### src/rtl/tic_pkg.sv
// ============================================================================
// tic_pkg: shared constants and types for the triangle incenter unit
// Widths of coordinates, squared distances, fixed-point lengths and sums.
// ============================================================================
`default_nettype none

package tic_pkg;

	localparam int CoordBits   = 12;
	localparam int LenFracBits = 8;
	// Squared distance: dx^2 + dy^2 needs 2*CoordBits+1 bits.
	localparam int D2Bits      = 2 * CoordBits + 1;
	// Radicand after the fraction shift.
	localparam int RadBits     = D2Bits + 2 * LenFracBits;
	// Number of root digits (pairs of radicand bits).
	localparam int RootSteps   = (RadBits + 1) / 2;
	// Root width; the value fits in RootSteps bits.
	localparam int LenBits     = RootSteps;
	// Remainder carries two bits more than the root.
	localparam int RemBits     = LenBits + 2;
	// Perimeter: sum of three lengths.
	localparam int PerimBits   = LenBits + 2;
	// Weighted sum of coordinates.
	localparam int WsumBits    = CoordBits + LenBits + 2;
	// Quotient bits to develop; result never exceeds a coordinate.
	localparam int QuotBits    = CoordBits;
	// Root digits resolved per pipeline stage.
	localparam int SqrtPerStage = 4;
	localparam int SqrtStages   = (RootSteps + SqrtPerStage - 1) / SqrtPerStage;
	// Quotient bits resolved per pipeline stage.
	localparam int DivPerStage  = 2;
	localparam int DivStages    = (QuotBits + DivPerStage - 1) / DivPerStage;

	typedef logic [CoordBits-1:0] coord_t;
	typedef logic [D2Bits-1:0]    d2_t;
	typedef logic [LenBits-1:0]   len_t;

	// One triangle on the input channel.
	typedef struct packed {
		coord_t ax;
		coord_t ay;
		coord_t bx;
		coord_t by_coord;
		coord_t cx_coord;
		coord_t cy_coord;
	} triangle_t;

	// One incenter on the output channel.
	typedef struct packed {
		coord_t center_x;
		coord_t center_y;
		logic   degenerate;
	} incenter_t;

endpackage

`default_nettype wire

### src/rtl/tic_sqrt.sv
// ============================================================================
// tic_sqrt: pipelined fixed-point square root
// Computes floor(sqrt(d2 << 2*LenFracBits)), a few digits per stage.
// ============================================================================
`default_nettype none

module tic_sqrt
	import tic_pkg::*;
(
	input  wire logic           clk,
	input  wire logic           en,
	input  wire d2_t            d2,
	output len_t                root
);

	localparam int Stages = SqrtStages;
	// The radicand is padded to a whole number of digit pairs.
	localparam int RadW   = 2 * RootSteps;

	logic [RadW-1:0]    rad_s [Stages+1];
	logic [LenBits-1:0] root_s [Stages+1];
	logic [RemBits-1:0] rem_s [Stages+1];

	assign rad_s[0]  = RadW'({d2, {(2*LenFracBits){1'b0}}});
	assign root_s[0] = '0;
	assign rem_s[0]  = '0;

	for (genvar g = 0; g < Stages; g++) begin : g_stage
		logic [RadW-1:0]    rad_n;
		logic [LenBits-1:0] root_n;
		logic [RemBits-1:0] rem_n;

		// A handful of restoring root steps on the current digit pairs.
		always_comb begin
			logic [RemBits-1:0] trial;
			logic [RemBits-1:0] shifted;
			int step;
			rad_n  = rad_s[g];
			root_n = root_s[g];
			rem_n  = rem_s[g];
			for (int k = 0; k < SqrtPerStage; k++) begin
				step = g * SqrtPerStage + k;
				if (step < RootSteps) begin
					shifted = {rem_n[RemBits-3:0], rad_n[RadW-1 -: 2]};
					trial   = {root_n[LenBits-1:0], 2'b01};
					rad_n   = {rad_n[RadW-3:0], 2'b00};
					if (shifted >= trial) begin
						rem_n  = shifted - trial;
						root_n = {root_n[LenBits-2:0], 1'b1};
					end else begin
						rem_n  = shifted;
						root_n = {root_n[LenBits-2:0], 1'b0};
					end
				end
			end
		end

		logic [RadW-1:0]    rad_q;
		logic [LenBits-1:0] root_q;
		logic [RemBits-1:0] rem_q;

		// Stage register, advanced when the pipeline moves.
		always_ff @(posedge clk) begin
			if (en) begin
				rad_q  <= rad_n;
				root_q <= root_n;
				rem_q  <= rem_n;
			end
		end

		assign rad_s[g+1]  = rad_q;
		assign root_s[g+1] = root_q;
		assign rem_s[g+1]  = rem_q;
	end

	assign root = root_s[Stages];

endmodule

`default_nettype wire

### config.mk
export PLATFORM = sky130hd
export DESIGN_NAME = tic_sqrt
export DESIGN_NICKNAME = d
export VERILOG_FILES = /design/src/rtl/tic_pkg.sv /design/src/rtl/tic_sqrt.sv
export SDC_FILE = /design/constraint.sdc
export NUM_CORES = 1
export LEC_CHECK = 0
export BUFFER_PORTS_ARGS = -buffer_cell sky130_fd_sc_hd__buf_4
export CAP_MARGIN = 0
export CORE_MARGIN = 2
export CORE_UTILIZATION = 40
export CTS_BUF_LIST = sky130_fd_sc_hd__clkbuf_2
export CTS_CLUSTER_SIZE = 28
export DETAILED_ROUTE_END_ITERATION = 12
export GPL_TIMING_DRIVEN = 0
export PLACE_DENSITY = 0.52
export REMOVE_ABC_BUFFERS = 1
export SLEW_MARGIN = 20
export SYNTH_ARGS = -nofsm -noshare
export SYNTH_HDL_FRONTEND = slang
export SYNTH_SLANG_ARGS = --single-unit
export TNS_END_PERCENT = 20
### constraint.sdc
create_clock -name clk -period 14 [get_ports clk]
set_input_delay 0 -clock clk [delete_from_list [all_inputs] [get_ports clk]]
set_output_delay 0 -clock clk [all_outputs]
set_load 0.05 [all_outputs]
# [Word level (Yosys, flattened, before mapping)]
# Cells that the tools add are included.
# Widths: inputs -> output; s select.
[word_totals] register_bits=216 in_bits=27 output_inout_bits=21 elab_cells=98
[op_classes] n_mux=41 magnitude_cmp=21 n_addsub=20
[op_table] operator="$mux 21" count=20
[op_table] operator="$ge 23x10->1" count=1
[op_table] operator="$ge 23x11->1" count=1
[op_table] operator="$ge 23x12->1" count=1
[op_table] operator="$ge 23x13->1" count=1
[op_table] operator="$ge 23x14->1" count=1
[op_table] operator="$ge 23x15->1" count=1
[op_table] operator="$ge 23x16->1" count=1
[op_table] operator="$ge 23x17->1" count=1
[op_table] operator="$ge 23x18->1" count=1
[op_table] operator="$ge 23x19->1" count=1
[op_table] operator="$ge 23x20->1" count=1
[op_table] operator="$ge 23x21->1" count=1
[op_table] operator="$ge 23x22->1" count=1
[op_table] operator="$ge 23x3->1" count=1
[op_table] operator="$ge 23x4->1" count=1
[op_table] operator="$ge 23x5->1" count=1
[op_table] operator="$ge 23x6->1" count=1
[op_table] operator="$ge 23x7->1" count=1
[op_table] operator="$ge 23x8->1" count=1
[op_table] operator="$ge 23x9->1" count=1
[op_table] operator="$mux 1" count=21
[op_table] operator="$sub 21x10->21" count=1
[op_table] operator="$sub 21x11->21" count=1
[op_table] operator="19 further kinds" count=19

# [Depth between registers and ports, before layout]
[depth] word_depth=8 depth_mapped=61 depth_no_buf=59

# [Least setup slack after synthesis]
# No wires, ideal clock.
[synth_timing] path_type="reg-to-reg" startpoint="register g_stage[2].root_q[0]" endpoint="register g_stage[3].rem_q[20] (data pin)" synth_period_minus_slack_ps=11235 path_buffers=3 path_stages_with_launch=56 setup_ps=264 slack_ps=2765 required_time_ps=13736 t_arrival_ps=10971 cell_sequence="edfxtp_1 -> inv_1 -> ha_1 -> o21a_1 -> o21a_1 -> o21ai_0 -> a21oi_1 -> o31ai_1 -> nand2_1 -> clkbuf_1 -> a21oi_1 -> ha_1 -> a21o_1 -> a21o_1 -> a21oi_1 -> o21ai_0 -> a211oi_1 -> o21ai_0 -> [20 not listed] -> inv_1 -> ha_1 -> a21o_1 -> a21oi_1 -> o21bai_1 -> a21oi_1 -> o21bai_1 -> a21oi_1 -> o21bai_1 -> a21oi_1 -> o21bai_1 -> a21oi_1 -> nor2b_1 -> o21a_1 -> o21a_1 -> or4_1 -> or3_1 -> xnor2_1"
[synth_via] elab_chain_cells=8 elab_cells_between_ends=15 classes_between="4 x add/sub; 4 x order compare; 7 x mux"
[synth_rtl] element="start: declaration" line_no="tic_sqrt.sv:59" rtl="logic [LenBits-1:0] root_q;"
[synth_rtl] element="start signal: assignment" line_no="tic_sqrt.sv:66" rtl="root_q <= root_n;"
[synth_rtl] element="$ge 23x14->1 *" line_no="tic_sqrt.sv:47" rtl="if (shifted >= trial) begin"
[synth_rtl] element="$mux 1 *" line_no="tic_sqrt.sv:47"
[synth_rtl] element="via g_stage[3].$5.trial[4]" line_no="tic_sqrt.sv:35" rtl="logic [RemBits-1:0] trial;"
[synth_rtl] element="$ge 23x15->1 *" line_no="tic_sqrt.sv:47"
[synth_rtl] element="$mux 1 *" line_no="tic_sqrt.sv:47"
[synth_rtl] element="via g_stage[3].$5.trial[3]" line_no="tic_sqrt.sv:35"
[synth_rtl] element="$sub 21x16->21 or $ge 23x16->1 (tied branches)" line_no="tic_sqrt.sv:48, tic_sqrt.sv:47"
[synth_rtl] element="$mux 21 or $mux 1 (tied branches)" line_no="tic_sqrt.sv:47"
[synth_rtl] element="$sub 21x17->21 or $ge 23x17->1 (tied branches)" line_no="tic_sqrt.sv:48, tic_sqrt.sv:47"
[synth_rtl] element="$mux 21 *" line_no="tic_sqrt.sv:47"
[synth_rtl] element="via g_stage[3].rem_n[20]" line_no="tic_sqrt.sv:31" rtl="logic [RemBits-1:0] rem_n;"
[synth_rtl] element="end signal: assignment" line_no="tic_sqrt.sv:67" rtl="rem_q <= rem_n;"
[synth_rtl] element="end: declaration" line_no="tic_sqrt.sv:60" rtl="logic [RemBits-1:0] rem_q;"
# Mark *: on every way through the listed nets, which the timed path passes. The rest lies on a longest branch.
# A chain may end at the register's enable or synchronous reset.

# [Worst setup path in the final report]
[layout_timing] startpoint="register g_stage[0].root_q[2]" endpoint="register g_stage[1].rem_q[15] (data pin)"
[layout_via] elab_chain_cells=8 elab_cells_between_ends=15 classes_between="4 x add/sub; 4 x order compare; 7 x mux"
[layout_rtl] element="start: declaration" line_no="tic_sqrt.sv:59"
[layout_rtl] element="start signal: assignment" line_no="tic_sqrt.sv:66"
[layout_rtl] element="$sub 21x6->21 or $ge 23x6->1 (tied branches)" line_no="tic_sqrt.sv:48, tic_sqrt.sv:47"
[layout_rtl] element="$mux 21 or $mux 1 (tied branches)" line_no="tic_sqrt.sv:47"
[layout_rtl] element="$sub 21x7->21 or $ge 23x7->1 (tied branches)" line_no="tic_sqrt.sv:48, tic_sqrt.sv:47"
[layout_rtl] element="$mux 21 or $mux 1 (tied branches)" line_no="tic_sqrt.sv:47"
[layout_rtl] element="$sub 21x8->21 or $ge 23x8->1 (tied branches)" line_no="tic_sqrt.sv:48, tic_sqrt.sv:47"
[layout_rtl] element="$mux 21 or $mux 1 (tied branches)" line_no="tic_sqrt.sv:47"
[layout_rtl] element="$sub 21x9->21 or $ge 23x9->1 (tied branches)" line_no="tic_sqrt.sv:48, tic_sqrt.sv:47"
[layout_rtl] element="$mux 21 *" line_no="tic_sqrt.sv:47"
[layout_rtl] element="via g_stage[1].rem_n[15]" line_no="tic_sqrt.sv:31"
[layout_rtl] element="end signal: assignment" line_no="tic_sqrt.sv:67"
[layout_rtl] element="end: declaration" line_no="tic_sqrt.sv:60"
# Marked as above.

==> metrics.csv <==
metric,value,unit
Worst Path Buf+Inv,4,
R2R cell count,43,
Initial Utilization,40.4,%
Startpoint Class,flop,
# IOs,48,
min-delay src,d2[24],
CTS Buf Count,60,
pin count of the biggest net entering global routing,103,
All-Layer GR Usage,21.4,%
Mapped Cells,2641,
WHS Path Cells,6,
fraction of registers with async set/reset,0,%
1st-pass router iterations,7,
Max Slew Vio Count,0,
Port Buffer Count,47,
R2R Path End,g_stage[1].rem_q[15],
Max Freq,77.0,MHz
CTS tree,done,
Hold Path Sink,g_stage[0].rem_q[5],
main combinational cell family by area after synthesis,compound AO/OA/AOI/OAI gates,
FILL cells,5644,
grt total ovfl,0,
Chip Height,242,um
min-delay worst type,in2reg,
Tmin final,12.99,ns
worst reg2reg startpoint,g_stage[0].root_q[2],
GRT met1 Usage,29.3,%
clock sink count,214,
die area,58700,um2
Hold WS,0.188,ns
final hold viol count,0,
first-pass GRT wire length,102000,um
critical path class,reg2reg,
mux share of post-synthesis cell area,1.43,%
DR WL/cell,18.1,um
Post-synth EDFFs,214,
GR Util met2,35.3,%
layer with the highest usage,met2,
Synth Register Bits,214,
GP Congestion,0.883,
Critical-path top delay cell,o2111a_1,
register area share after synthesis,28.3,%
core box area,56300,um2
worst-margin pin slew,1.05,ns
post-synthesis compound-gate area fraction,24.7,%
multi-input logic area,15400,um2
FF/Latch Area,6430,um2
H-tree level count,2,
vias post-DR,20404,
drt drc,0,
Synth Area in Adders,13.0,%
vias in the first global route,19346,
leading area contributor after synthesis,edfxtp_1,
unrepaired setup endpoints after global routing,false,
num rows,87,
main area contributors after synthesis,"edfxtp_1 28%, ha_1 13%, xnor2_1 5.9%",
"count leader, synth",a21oi_1,
"CP delay by family, top",simple AND/OR/NAND/NOR gates,
ys flop type,edfxtp_1,
Final ANT Viol Nets,0,
Unique masters post-synth,118,
Worst Path Arrival,13.70,ns
XOR/XNOR Fraction of Synth Area,8.82,%
clock-pin slew on the worst setup and hold paths,0.10,ns
Syn-to-layout area delta,10.8,%
"Warnings, synthesis",0,
setup violation total in the final timing report,0,
Worst slew margin,29.8,%
DRT iter0 DRCs,1356,
outcome,"finished, final reports clean",
met3 Track Usage GR,3.01,%
Synth Area in Simple Gates,19.5,%
share of the synthesized area in the top cell type,28.3,%
drt total wl,64600,um
Clock Skews,0.140,ns
synthesized cell area,22700,um2
initial antenna violation count,3,
Die X,242,um
final period utilization,92.8,%
vias per cell,5.72,
most frequent cells after synthesis,"262 x a21oi_1, 231 x ha_1, 221 x nor2_1",
post-DP HPWL,50200,um
CP endpoint kind,flop,
root buf cell,clkbuf_2,
Avg Inst Size Synth,8.60,um2
slowest cell delay on critical path,0.60,ns
fraction of layout cells with a size suffix above 1,9.86,%
CP max FO,22,
Clock Path Buffers,3,
fin nets,3024,
r2r setup slk,1.01,ns
clk_lat worst skew,1.12,ns
Required @ worst endpoint,14.71,ns
Max-cap violations,0,
==> tightest hold or removal path, cell delays in order <==
cell and delay (ns):
dlygate4sd3_1 0.53, buf_4 0.12, nand2_1 0.04, o21ai_0 0.11, a21oi_1 0.15, o21ai_0 0.15
==> logic make-up after synthesis <==
logic type,after synthesis
AOI/OAI and AO/OA,852
xor gates and xnor gates,227
adders and majority gates,234
buffers and inverters,237
DFF,214
muxes,30
and+or+nand+nor,847
==> layer usage <==
| layer | up-vias | wire length (um) |
|---|---|---|
| met1 | 9690 | 30900 |
| met4 | 2 | 1430 |
| met3 | 89 | 2690 |
| met5 | - | 13 |
| met2 | 479 | 29600 |
| li1 | 10144 | - |
==> worst max-delay path by stage <==
stage,end,startpoint,depth (start not counted)
global placement,g_stage[4].rem_q[18],g_stage[3].root_q[1],43
floorplan,g_stage[4].rem_q[18],g_stage[3].root_q[5],51
finish,g_stage[1].rem_q[15],g_stage[0].root_q[2],43
CTS,g_stage[3].rem_q[13],g_stage[2].root_q[0],45
global route,g_stage[4].rem_q[18],g_stage[3].root_q[5],55
detailed placement,g_stage[3].rem_q[13],g_stage[2].root_q[0],45
==> registers in the layout, indices dropped and copies added, names as in the netlist <==
| name | count |
|---|---|
| g_stage.rad_q | 30 |
| g_stage.rem_q | 103 |
| g_stage.root_q | 60 |
| root | 21 |
==> what timing repair did <==
action | CTS | global route
resized for setup | 1 | 11
pin swaps | 1 | 1
endpoints found under the setup margin | 18 | 30
setup buffers | 1 | 3
endpoints found under the hold margin | 255 | 0
gates cloned | 1 | 1
hold buffers | 60 | 0
==> cell usage in the layout (no fill, tap or decap), types with 59 or more instances in the layout <==
| master | synthesis | routed |
|---|---|---|
| edfxtp_1 | 214 | 214 |
| nor2_1 | 221 | 221 |
| nand2_1 | 204 | 202 |
| a21oi_1 | 262 | 262 |
| dlygate4sd3_1 | 0 | 59 |
| xnor2_1 | 152 | 152 |
| o21ai_0 | 151 | 151 |
| a21o_1 | 100 | 100 |
| inv_1 | 167 | 165 |
| nor3_1 | 69 | 69 |
| clkbuf_2 | 1 | 81 |
| xor2_1 | 73 | 73 |
| nand3_1 | 64 | 64 |
| ha_1 | 231 | 231 |
==> per-stage QoR <==
stage	area [um2]	TNS, ns	setup WS, ns	util, %	std cells
3_5_place_dp	23900	-10.36	-0.866	42.4	3391
3_3_place_gp	23700	-168.86	-7.48	42.1	3383
5_1_grt	25200	0	0.0466	44.7	3570
2_1_floorplan	22400	-2.13	-0.464	-	2580
6_report	25200	0	1.01	44.7	3570
4_1_cts	25100	0	0.269	44.6	3561
==> area by class of cell <==
cell class	instances	area share, %
Antenna cell	5	0.0497
Clock buffer	81	1.61
Clock inverter	27	0.741
Inverter	176	2.66
Multi-Input combinational cell	2191	61.2
Sequential cell	214	25.5
Tap cell	756	3.76
Timing Repair Buffer	119	4.41
Timing Repair inverter	1	0.0298
Power is left out: the tool's default activity adds up to more than one toggle a clock period on the data nets, which glitch-free logic cannot reach.
