===== config.mk =====
export PLATFORM = sky130hd
export DESIGN_NAME = tic_div
export DESIGN_NICKNAME = d
export VERILOG_FILES = /design/src/rtl/tic_pkg.sv /design/src/rtl/tic_div.sv
export SDC_FILE = /design/constraint.sdc
export NUM_CORES = 1
export LEC_CHECK = 0
export BUFFER_PORTS_ARGS = -buffer_cell sky130_fd_sc_hd__buf_2
export CORE_MARGIN = 2
export CORE_UTILIZATION = 58
export DETAILED_ROUTE_END_ITERATION = 8
export GPL_TIMING_DRIVEN = 0
export PLACE_DENSITY = 0.78
export SKIP_LAST_GASP = 1
export SYNTH_ARGS = -nofsm -noshare
export SYNTH_HDL_FRONTEND = slang
export SYNTH_SLANG_ARGS = --single-unit

===== constraint.sdc =====
create_clock -name clk -period 6.32 [get_ports clk]
set_input_delay 1.264 -clock clk [delete_from_list [all_inputs] [get_ports clk]]
set_output_delay 1.264 -clock clk [all_outputs]
set_load 0.01 [all_outputs]

===== src/rtl/tic_pkg.sv =====
// ============================================================================
// tic_pkg: shared constants and types for the triangle incenter unit
// Widths of coordinates, squared distances, fixed-point lengths and sums.
// ============================================================================
`default_nettype none

package tic_pkg;

	localparam int CoordBits   = 12;
	localparam int LenFracBits = 8;
	// Squared distance: dx^2 + dy^2 needs 2*CoordBits+1 bits.
	localparam int D2Bits      = 2 * CoordBits + 1;
	// Radicand after the fraction shift.
	localparam int RadBits     = D2Bits + 2 * LenFracBits;
	// Number of root digits (pairs of radicand bits).
	localparam int RootSteps   = (RadBits + 1) / 2;
	// Root width; the value fits in RootSteps bits.
	localparam int LenBits     = RootSteps;
	// Remainder carries two bits more than the root.
	localparam int RemBits     = LenBits + 2;
	// Perimeter: sum of three lengths.
	localparam int PerimBits   = LenBits + 2;
	// Weighted sum of coordinates.
	localparam int WsumBits    = CoordBits + LenBits + 2;
	// Quotient bits to develop; result never exceeds a coordinate.
	localparam int QuotBits    = CoordBits;
	// Root digits resolved per pipeline stage.
	localparam int SqrtPerStage = 4;
	localparam int SqrtStages   = (RootSteps + SqrtPerStage - 1) / SqrtPerStage;
	// Quotient bits resolved per pipeline stage.
	localparam int DivPerStage  = 2;
	localparam int DivStages    = (QuotBits + DivPerStage - 1) / DivPerStage;

	typedef logic [CoordBits-1:0] coord_t;
	typedef logic [D2Bits-1:0]    d2_t;
	typedef logic [LenBits-1:0]   len_t;

	// One triangle on the input channel.
	typedef struct packed {
		coord_t ax;
		coord_t ay;
		coord_t bx;
		coord_t by_coord;
		coord_t cx_coord;
		coord_t cy_coord;
	} triangle_t;

	// One incenter on the output channel.
	typedef struct packed {
		coord_t center_x;
		coord_t center_y;
		logic   degenerate;
	} incenter_t;

endpackage

`default_nettype wire


===== src/rtl/tic_div.sv =====
// ============================================================================
// tic_div: pipelined restoring divider
// Floors a weighted sum by the perimeter, a few quotient bits per stage.
// ============================================================================
`default_nettype none

module tic_div
	import tic_pkg::*;
(
	input  wire logic                 clk,
	input  wire logic                 en,
	input  wire logic [WsumBits-1:0]  num,
	input  wire logic [PerimBits-1:0] den,
	output coord_t                    quot
);

	localparam int Stages = DivStages;
	localparam int RBits  = PerimBits + 1;

	logic [WsumBits-1:0]  num_s [Stages+1];
	logic [PerimBits-1:0] den_s [Stages+1];
	logic [RBits-1:0]     rem_s [Stages+1];
	logic [QuotBits-1:0]  quo_s [Stages+1];

	// The quotient is below 2^QuotBits, so the upper numerator bits seed
	// the remainder (they are smaller than the divisor).
	assign num_s[0] = num;
	assign den_s[0] = den;
	assign rem_s[0] = RBits'(num >> QuotBits);
	assign quo_s[0] = '0;

	for (genvar g = 0; g < Stages; g++) begin : g_stage
		logic [RBits-1:0]    rem_n;
		logic [QuotBits-1:0] quo_n;

		// Shift in the next numerator bit and try one subtraction per bit.
		always_comb begin
			logic [RBits-1:0] sh;
			int bitpos;
			rem_n = rem_s[g];
			quo_n = quo_s[g];
			for (int k = 0; k < DivPerStage; k++) begin
				bitpos = QuotBits - 1 - (g * DivPerStage + k);
				if (bitpos >= 0) begin
					sh = {rem_n[RBits-2:0], num_s[g][bitpos]};
					if (sh >= {1'b0, den_s[g]}) begin
						rem_n = sh - {1'b0, den_s[g]};
						quo_n = {quo_n[QuotBits-2:0], 1'b1};
					end else begin
						rem_n = sh;
						quo_n = {quo_n[QuotBits-2:0], 1'b0};
					end
				end
			end
		end

		logic [WsumBits-1:0]  num_q;
		logic [PerimBits-1:0] den_q;
		logic [RBits-1:0]     rem_q;
		logic [QuotBits-1:0]  quo_q;

		// Stage register.
		always_ff @(posedge clk) begin
			if (en) begin
				num_q <= num_s[g];
				den_q <= den_s[g];
				rem_q <= rem_n;
				quo_q <= quo_n;
			end
		end

		assign num_s[g+1] = num_q;
		assign den_s[g+1] = den_q;
		assign rem_s[g+1] = rem_q;
		assign quo_s[g+1] = quo_q;
	end

	assign quot = quo_s[Stages];

endmodule

`default_nettype wire


-- After elaboration in Yosys (flattened, before gate mapping)
Index checks and enable logic that the tools add are counted.
- $add $sub $neg: 11
- magnitude comparators: 12
- mux-type cells: 23
- operator list (cell ; count):
    24-bit by 23-bit >= comparator with 1-bit output ; 12
    23-bit 2-to-1 mux ; 11
    23-bit subtractor ; 11
    1-bit 2-to-1 mux ; 12
- register bits: 302
- output and inout bits: 12
- logic and storage cells: 67

-- Longest topological paths before layout
Gate-level depths: netlist of the first run.
- depth after elaboration: 4
- mapped depth: 27
- depth with buffers taken out: 24

-- Least setup slack after synthesis of the first run
No wires, ideal clock.
- path type: in2reg
- from: input num[11]
- to: register g_stage[0].rem_q[15], data pin
- library setup time: 0.260 ns
- data arrival time: 6.162 ns
- slack: -0.102 ns
- stages: 27
- path buffers: 5
- path through: inv_1 > ha_1 > fa_1 > inv_1 > a21o_1 > a221oi_1 > o21ai_1 > o21a_1 > o2111ai_1 > a31oi_1 > buf_2 > clkbuf_1 > buf_2 > nand2_1 > o21ai_0 > fa_1 > nor2b_1 > o21ai_0 > a21boi_1 > o31a_1 > o31a_1 > a21oi_1 > o221ai_1 > a21o_1 > clkbuf_1 > buf_2 > mux2_2
- longest elaborated chain between the ends: 4
- elaborated cells between the ends (all ways): 6
- classes of those cells: add/sub (2); order compare (2); mux (2)
- ends and longest elaborated chain (element ; line ; source):
    start, declared ; tic_div.sv:12 ; input wire logic [WsumBits-1:0] num,
    23-bit subtractor or 24-bit by 23-bit >= comparator with 1-bit output (tied branches) ; tic_div.sv:47, tic_div.sv:46 ;
    23-bit 2-to-1 mux (*) ; tic_div.sv:46 ; if (sh >= {1'b0, den_s[g]}) begin
    23-bit subtractor or 24-bit by 23-bit >= comparator with 1-bit output (tied branches) ; tic_div.sv:47, tic_div.sv:46 ;
    23-bit 2-to-1 mux (*) ; tic_div.sv:46 ;
    via g_stage[0].rem_n[15] ; tic_div.sv:33 ; logic [RBits-1:0] rem_n;
    end signal, assigned ; tic_div.sv:67 ; rem_q <= rem_n;
    end, declared ; tic_div.sv:59 ; logic [RBits-1:0] rem_q;
The timed path passes the listed nets; every way through them passes the cells marked *.
A chain may end at the register's enable or synchronous reset.

-- Final worst setup path of the first run
- from: input num[11]
- to: register g_stage[0].rem_q[13], data pin
Same word-level chain as after synthesis.

==> metrics.md, run 1 <==
| Metric | Value |
|---|---|
| Status | finished clean |
| Worst Clk Skew | 0.0237 ns |
| Tmin final | 6.06 ns |
| Post-synth top cells | edfxtp_1 (302), ha_1 (276), inv_1 (209) |
| Die Y-Extent | roughly 210 um |
| DRC errors left | 0 |
| Achievable Freq | 0.165 GHz |
| Worst r2r src | g_stage[1].num_q[7]$_DFFE_PP_ |
| Hpwl dp | 45.7 mm |
| Vias per cell | 5.93 |
| Final setup vio count | 0 |
| DRT Pass-1 Iters | 5 |
| Worst-margin pin slew | 0.691 ns |
| Synthesized area | 0.0247 mm^2 |
| GRT Residual Overflow | 0 |
| Hold_sp | g_stage[3].quo_q[6]$_DFFE_PP_ |
| TritonCTS clock tree | yes |
| Cell taking the most area after synthesis | edfxtp_1 |
| # port buffers | 71 |
| WP data required | 6.60 ns |
| DRT antenna net count | 0 |
| Yosys warns | 0 |
| Final number of hold-violating endpoints | 0 |
| Most common flop cell mapped by yosys | edfxtp_1 |
| Max clock buf depth | 3 |
| Syn_area_per_cell | 9.81 um^2 |
| Antenna diode count | 0 |
| Dominant cells by area after synthesis | edfxtp_1 (37%), ha_1 (14%), mux2_2 (5.2%) |
| # nets final | 2988 |
| Startpoint types | primary input |
| Syn nets | between 2000 and 3000 |
| Drt total wl | 57.1 mm |
| Max-slew headroom | 53.4% |
| Core Box Area | 0.0419 mm^2 |
| Share of cells above drive strength 1 | 14.4% |
| Die ar. | 0.0442 mm^2 |
| Synth unique cells | 77 |
| Setup_tns | 0 ns |
| Post-synthesis async set-or-reset flop share | 0% |
| CTS Sinks | approximately 300 |
| Area Overhead vs Synth | 11.2% |
| RePlAce Congestion | 0.960 |
| WL/cell | about 18 um |
| Gate Count Post-Synth | 2514 |
| Drt initial violations | just under 900 |
| Crit Path Class | in -> reg |
| First-pass GRT wire length | 93.0 mm |
| Root Buffer | clkbuf_16 |
| Number of top-level pins | roughly 70 |
| Clock-pin slew on the worst setup and hold paths | 0.06 ns |
| Die W | roughly 210 um |
| RSZ-0062 raised after global routing | no |
| Total Routing Usage GR | between 20% and 30% |
| Htree depth | 2 |
| Yosys top cell area share | 36.8% |
| EDFF count, synth | 302 |
| Largest net degree at the start of global routing | between 100 and 150 |
| Hold Slack | 0.415 ns |
| Critical path arrival | 6.34 ns |
| Vias in the first global route | 19800 |
| Max Cap Violations | 0 |
| Setup crit end kind | flop |
| # hold bufs at CTS | 0 |
| Starting Density | 58.8% |
| Initial antenna violation count | 0 |
| Number of synthesized register bits | between 300 and 400 |
| Most frequent cell after synthesis | edfxtp_1 |
| Post-synthesis sequential area ratio | 36.8% |
| Clk_lat worst skew | 0.55 ns |
| Crit Path Max Fanout | 10 |
| Final Cycle Share | 95.9% |
| CP startpoint | num[11] |
| Cell Rows | between 70 and 80 |
| DR vias | between 15000 and 20000 |
| Num CTS Buffers | 34 |
| Max Slew Vio Count | 0 |
| Final Util | 65.4% |
| HP Class | reg -> reg |
[final cells by class]
| cell class | instances | area [um^2] |
|---|---|---|
| Buffer | 46 | 315 |
| Fill cell | 3266 | 14500 |
| Tap cell | 539 | 674 |
| Timing Repair Buffer | 95 | 586 |
| Inverter | 209 | 785 |
| Clock buffer | 40 | 873 |
| Clock inverter | 20 | 179 |
| Multi-Input combinational cell | 1953 | 14900 |
| Sequential cell | 302 | 9070 |
[flip-flops by register name, summed over array words and instances, names as in the netlist]
register	flops
g_stage.quo_q	30
g_stage.den_q	115
g_stage.rem_q	115
quot	12
g_stage.num_q	30
[cells by family (layout without fill, tap and decap cells)]
| group | count (synthesis) | after routing | share of synthesized area (%) |
|---|---|---|---|
| AOI/OAI and AO/OA | 709 | 709 | 18.0 |
| and+or+nand+nor | 594 | 594 | 11.5 |
| DFF | 302 | 302 | 36.8 |
| adders and majority gates | 287 | 287 | 14.9 |
| buffers and inverters | 259 | 410 | 4.16 |
| xor gates and xnor gates | 207 | 207 | 7.35 |
| muxes | 156 | 156 | 7.28 |
[layer usage]
layer	part of all wire, %	vias to the layer above	GRT usage, %
met3	2.5	169	2.62
li1	-	9528	-
met5	0	-	0
met1	37	8914	25.6
met2	54	401	51.5
met4	6.5	0	16.9
[layout by cell type, fill, tap and decap left out, types with 10 or more instances in the layout]
master	Yosys	final
mux2_2	114	114
xor2_1	81	81
mux2_4	17	17
or3_1	25	25
fa_1	11	10
o21a_1	38	38
nor2b_1	35	34
a21o_1	112	111
o31ai_1	22	17
a21oi_2	1	12
clkbuf_1	28	17
inv_1	209	209
nand2_1	177	176
buf_4	2	30
a211oi_1	13	10
nand4_1	36	36
ha_1	276	276
nand2b_1	32	32
nand3_1	33	33
o21ai_1	15	19
xnor2_1	126	126
nor3_1	44	41
nor2_1	152	152
a21oi_1	208	195
clkbuf_16	0	34
and3_1	17	16
a31oi_1	29	23
mux2i_1	19	19
edfxtp_1	302	302
o211ai_1	10	10
o21bai_1	22	21
buf_2	14	73
o21ai_0	165	154
[worst paths after layout]
path	end	slack [ns]	cells past startpoint
max	g_stage[0].rem_q[13]$_DFFE_PP_	0.26	26
min	g_stage[4].quo_q[8]$_DFFE_PP_	0.41	0
max reg2reg	g_stage[2].rem_q[16]$_DFFE_PP_	0.30	24
min reg2reg	g_stage[4].quo_q[8]$_DFFE_PP_	0.41	0
[per-stage QoR]
| step | instance area (um^2) | setup slack [ns] | instances |
|---|---|---|---|
| global placement | 25700 | -1.53 | 3124 |
| global route | 27400 | 0.00299 | 3204 |
| CTS | 27100 | 0.00364 | 3194 |
| finish | 27400 | 0.260 | 3204 |
| detailed placement | 25800 | -1.62 | 3126 |
| floorplan | 24700 | 0.000887 | 2514 |
[timing repair]
action / 4_1_cts / 5_1_grt
setup endpoints to repair: 121 / 115
buffers inserted: 11 / 11
pin swaps: 8 / 16
gates resized for setup: 63 / 61
endpoints found under the hold margin: 0 / 0
[worst max-delay path, cell delays in order]
cell and delay (ns):
buf_2 0.10, inv_1 0.04, ha_1 0.21, fa_1 0.40
inv_1 0.07, a21o_1 0.15, a221oi_2 0.09, o21ai_2 0.23
o21a_1 0.22, o2111ai_1 0.16, a31oi_1 0.23, buf_4 0.17
clkbuf_4 0.22, nor2_1 0.07, a21oi_2 0.14, ha_1 0.30
nor2b_1 0.17, o21ai_2 0.15, a21boi_2 0.11, o31a_1 0.33
o31a_1 0.37, a21oi_4 0.21, o221ai_1 0.13, a21o_2 0.28
clkbuf_4 0.22, mux2_2 0.29
Power of run 1 is left out: the tool's default activity adds up to more than one toggle a clock period on the data nets, which glitch-free logic cannot reach.
==> inputs of run 2 (changes only) <==
--- a/config.mk
+++ b/config.mk
@@ -11,6 +11,7 @@
 export DETAILED_ROUTE_END_ITERATION = 8
 export GPL_TIMING_DRIVEN = 0
 export PLACE_DENSITY = 0.78
+export RECOVER_POWER = 25
 export SKIP_LAST_GASP = 1
 export SYNTH_ARGS = -nofsm -noshare
 export SYNTH_HDL_FRONTEND = slang
==> metrics.md, run 2 (same netlist as run 1, synthesis figures left out) <==
| Metric | Value |
|---|---|
| Status | finished clean |
| CTS Sinks | 302 |
| Vias in the first global route | 19800 |
| DRT antenna net count | 0 |
| Cell Rows | 75 |
| Final setup vio count | 0 |
| Total Routing Usage GR | 26.0% |
| Hold_sp | g_stage[3].quo_q[6]$_DFFE_PP_ |
| Root Buffer | clkbuf_16 |
| Area of the multi-input gates | about 0.015 mm^2 |
| Vias per cell | 5.93 |
| Setup crit end kind | flop |
| Final Util | 65.4% |
| Startpoint types | primary input |
| Number of top-level pins | 72 |
| Starting Density | between 50 and 60% |
| TritonCTS clock tree | yes |
| Max Cap Violations | 0 |
| Buf/Inv on CP | 6 |
| Biggest regs | g_stage.den_q: 115 flops, g_stage.rem_q: 115 flops |
| Initial antenna violation count | 0 |
| Worst Hold Depth | 0 |
| Max Slew Vio Count | 0 |
| RSZ-0062 raised after global routing | no |
| Clk_lat worst skew | 0.55 ns |
| DRC errors left | 0 |
| Final number of hold-violating endpoints | 0 |
| Worst Clk Skew | 0.0237 ns |
| Num CTS Buffers | 34 |
| Largest net degree at the start of global routing | 135 |
| Reg area | 0.00907 mm^2 |
| DRT Pass-1 Iters | 5 |
| # port buffers | 71 |
| First-pass GRT wire length | 93.0 mm |
| Share of cells above drive strength 1 | ~14% |
| WP data required | 6.60 ns |
| CP max-delay cell | fa_1 |
| Worst hold path endpoint | g_stage[4].quo_q[8]$_DFFE_PP_ |
| Most frequent cells in the layout | edfxtp_1 (302), ha_1 (276), inv_1 (209), a21oi_1 (195), nand2_1 (176) |
| WL/cell | 17.8 um |
| # hold bufs at CTS | 0 |
| GRT Residual Overflow | 0 |
| Critical path arrival | 6.35 ns |
| HP Class | reg -> reg |
| Clock-pin slew on the worst setup and hold paths | around 0.060 ns |
| Reg2Reg Depth | 24 |
| Max clock buf depth | 3 |
| Final Cycle Share | around 96% |
| Antenna diode count | 0 |
| Die Y-Extent | between 200 and 250 um |
| Max-slew headroom | about 53% |
| Drt total wl | 57.1 mm |
| Die ar. | about 0.044 mm^2 |
| DR vias | 19000 |
| Tmin final | 6.06 ns |
| Crit Path Class | in -> reg |
| Achievable Freq | 0.165 GHz |
| Area Overhead vs Synth | 11.2% |
| # nets final | 2988 |
| RePlAce Congestion | 0.960 |
| Leading cell type in the layout, fill and taps excluded | edfxtp_1 |
| Crit path largest cell delay | 0.40 ns |
| Setup_tns | 0 ns |
| Reg2reg end | g_stage[2].rem_q[16]$_DFFE_PP_ |
| Die W | 210 um |
| Htree depth | 2 |
| R2r setup slk | ~0.30 ns |
| Filler Cell Count | 3268 |
| Crit Path Max Fanout | 10 |
| Worst r2r src | g_stage[1].num_q[7]$_DFFE_PP_ |
| Core Box Area | 0.0419 mm^2 |
| Worst-margin pin slew | 0.691 ns |
| Drt initial violations | 887 |
| Hpwl dp | 45.7 mm |
| CP delay by family, top | compound AO/OA/AOI/OAI gates |
-- run 2: area by class of cell --
| class | count | share of cell area, % |
|---|---|---|
| multi-input combinational | 1953 | 54.5 |
| timing repair buffer | 95 | 2.12 |
| buffer | 46 | 1.15 |
| clock inverter | 20 | 0.653 |
| inverter | 209 | 2.86 |
| clock buffer | 40 | 3.19 |
| tap | 539 | 2.46 |
| sequential | 302 | 33.1 |
-- run 2: worst max path at each step --
stage | startpoint | cells past startpoint | endpoint | slack [ns]
final | num[11] | 26 | g_stage[0].rem_q[13]$_DFFE_PP_ | 0.26
after global routing | g_stage[1].num_q[7]$_DFFE_PP_ | 26 | g_stage[2].rem_q[19]$_DFFE_PP_ | 0.003
after CTS | g_stage[1].den_q[0]$_DFFE_PP_ | 26 | g_stage[2].rem_q[13]$_DFFE_PP_ | 0.004
after detailed placement | num[11] | 27 | g_stage[0].rem_q[20]$_DFFE_PP_ | -1.62
after global placement | den[0] | 26 | g_stage[0].rem_q[15]$_DFFE_PP_ | -1.53
after floorplan | num[11] | 26 | g_stage[0].rem_q[15]$_DFFE_PP_ | 0.0009
-- run 2: per-stage QoR --
stage | cell area, um^2 | std cells | worst slack [ns] | hold slack [ns]
5_1_grt | 27400 | 3204 | 0.00299 | 0.421
3_3_place_gp | 25700 | 3124 | -1.53 | 0.401
2_1_floorplan | 24700 | 2514 | 0.000887 | 0.400
3_5_place_dp | 25800 | 3126 | -1.62 | 0.405
6_report | 27400 | 3204 | 0.259 | 0.415
4_1_cts | 27100 | 3194 | 0.00364 | 0.418
-- run 2: repair_timing --
action	4_1_cts	5_1_grt
setup endpoints to repair	121	115
pin swaps	8	16
gates resized for setup	63	61
buffers inserted	11	11
-- run 2: routing by layer --
layer	vias to the layer above	GRT usage (%)	wire length (um)
li1	9529	-	-
met1	8911	25.6	21300
met2	401	51.5	30700
met3	169	2.62	1430
met4	0	16.9	3730
met5	-	0	0
Power of run 2 is left out for the same reason.
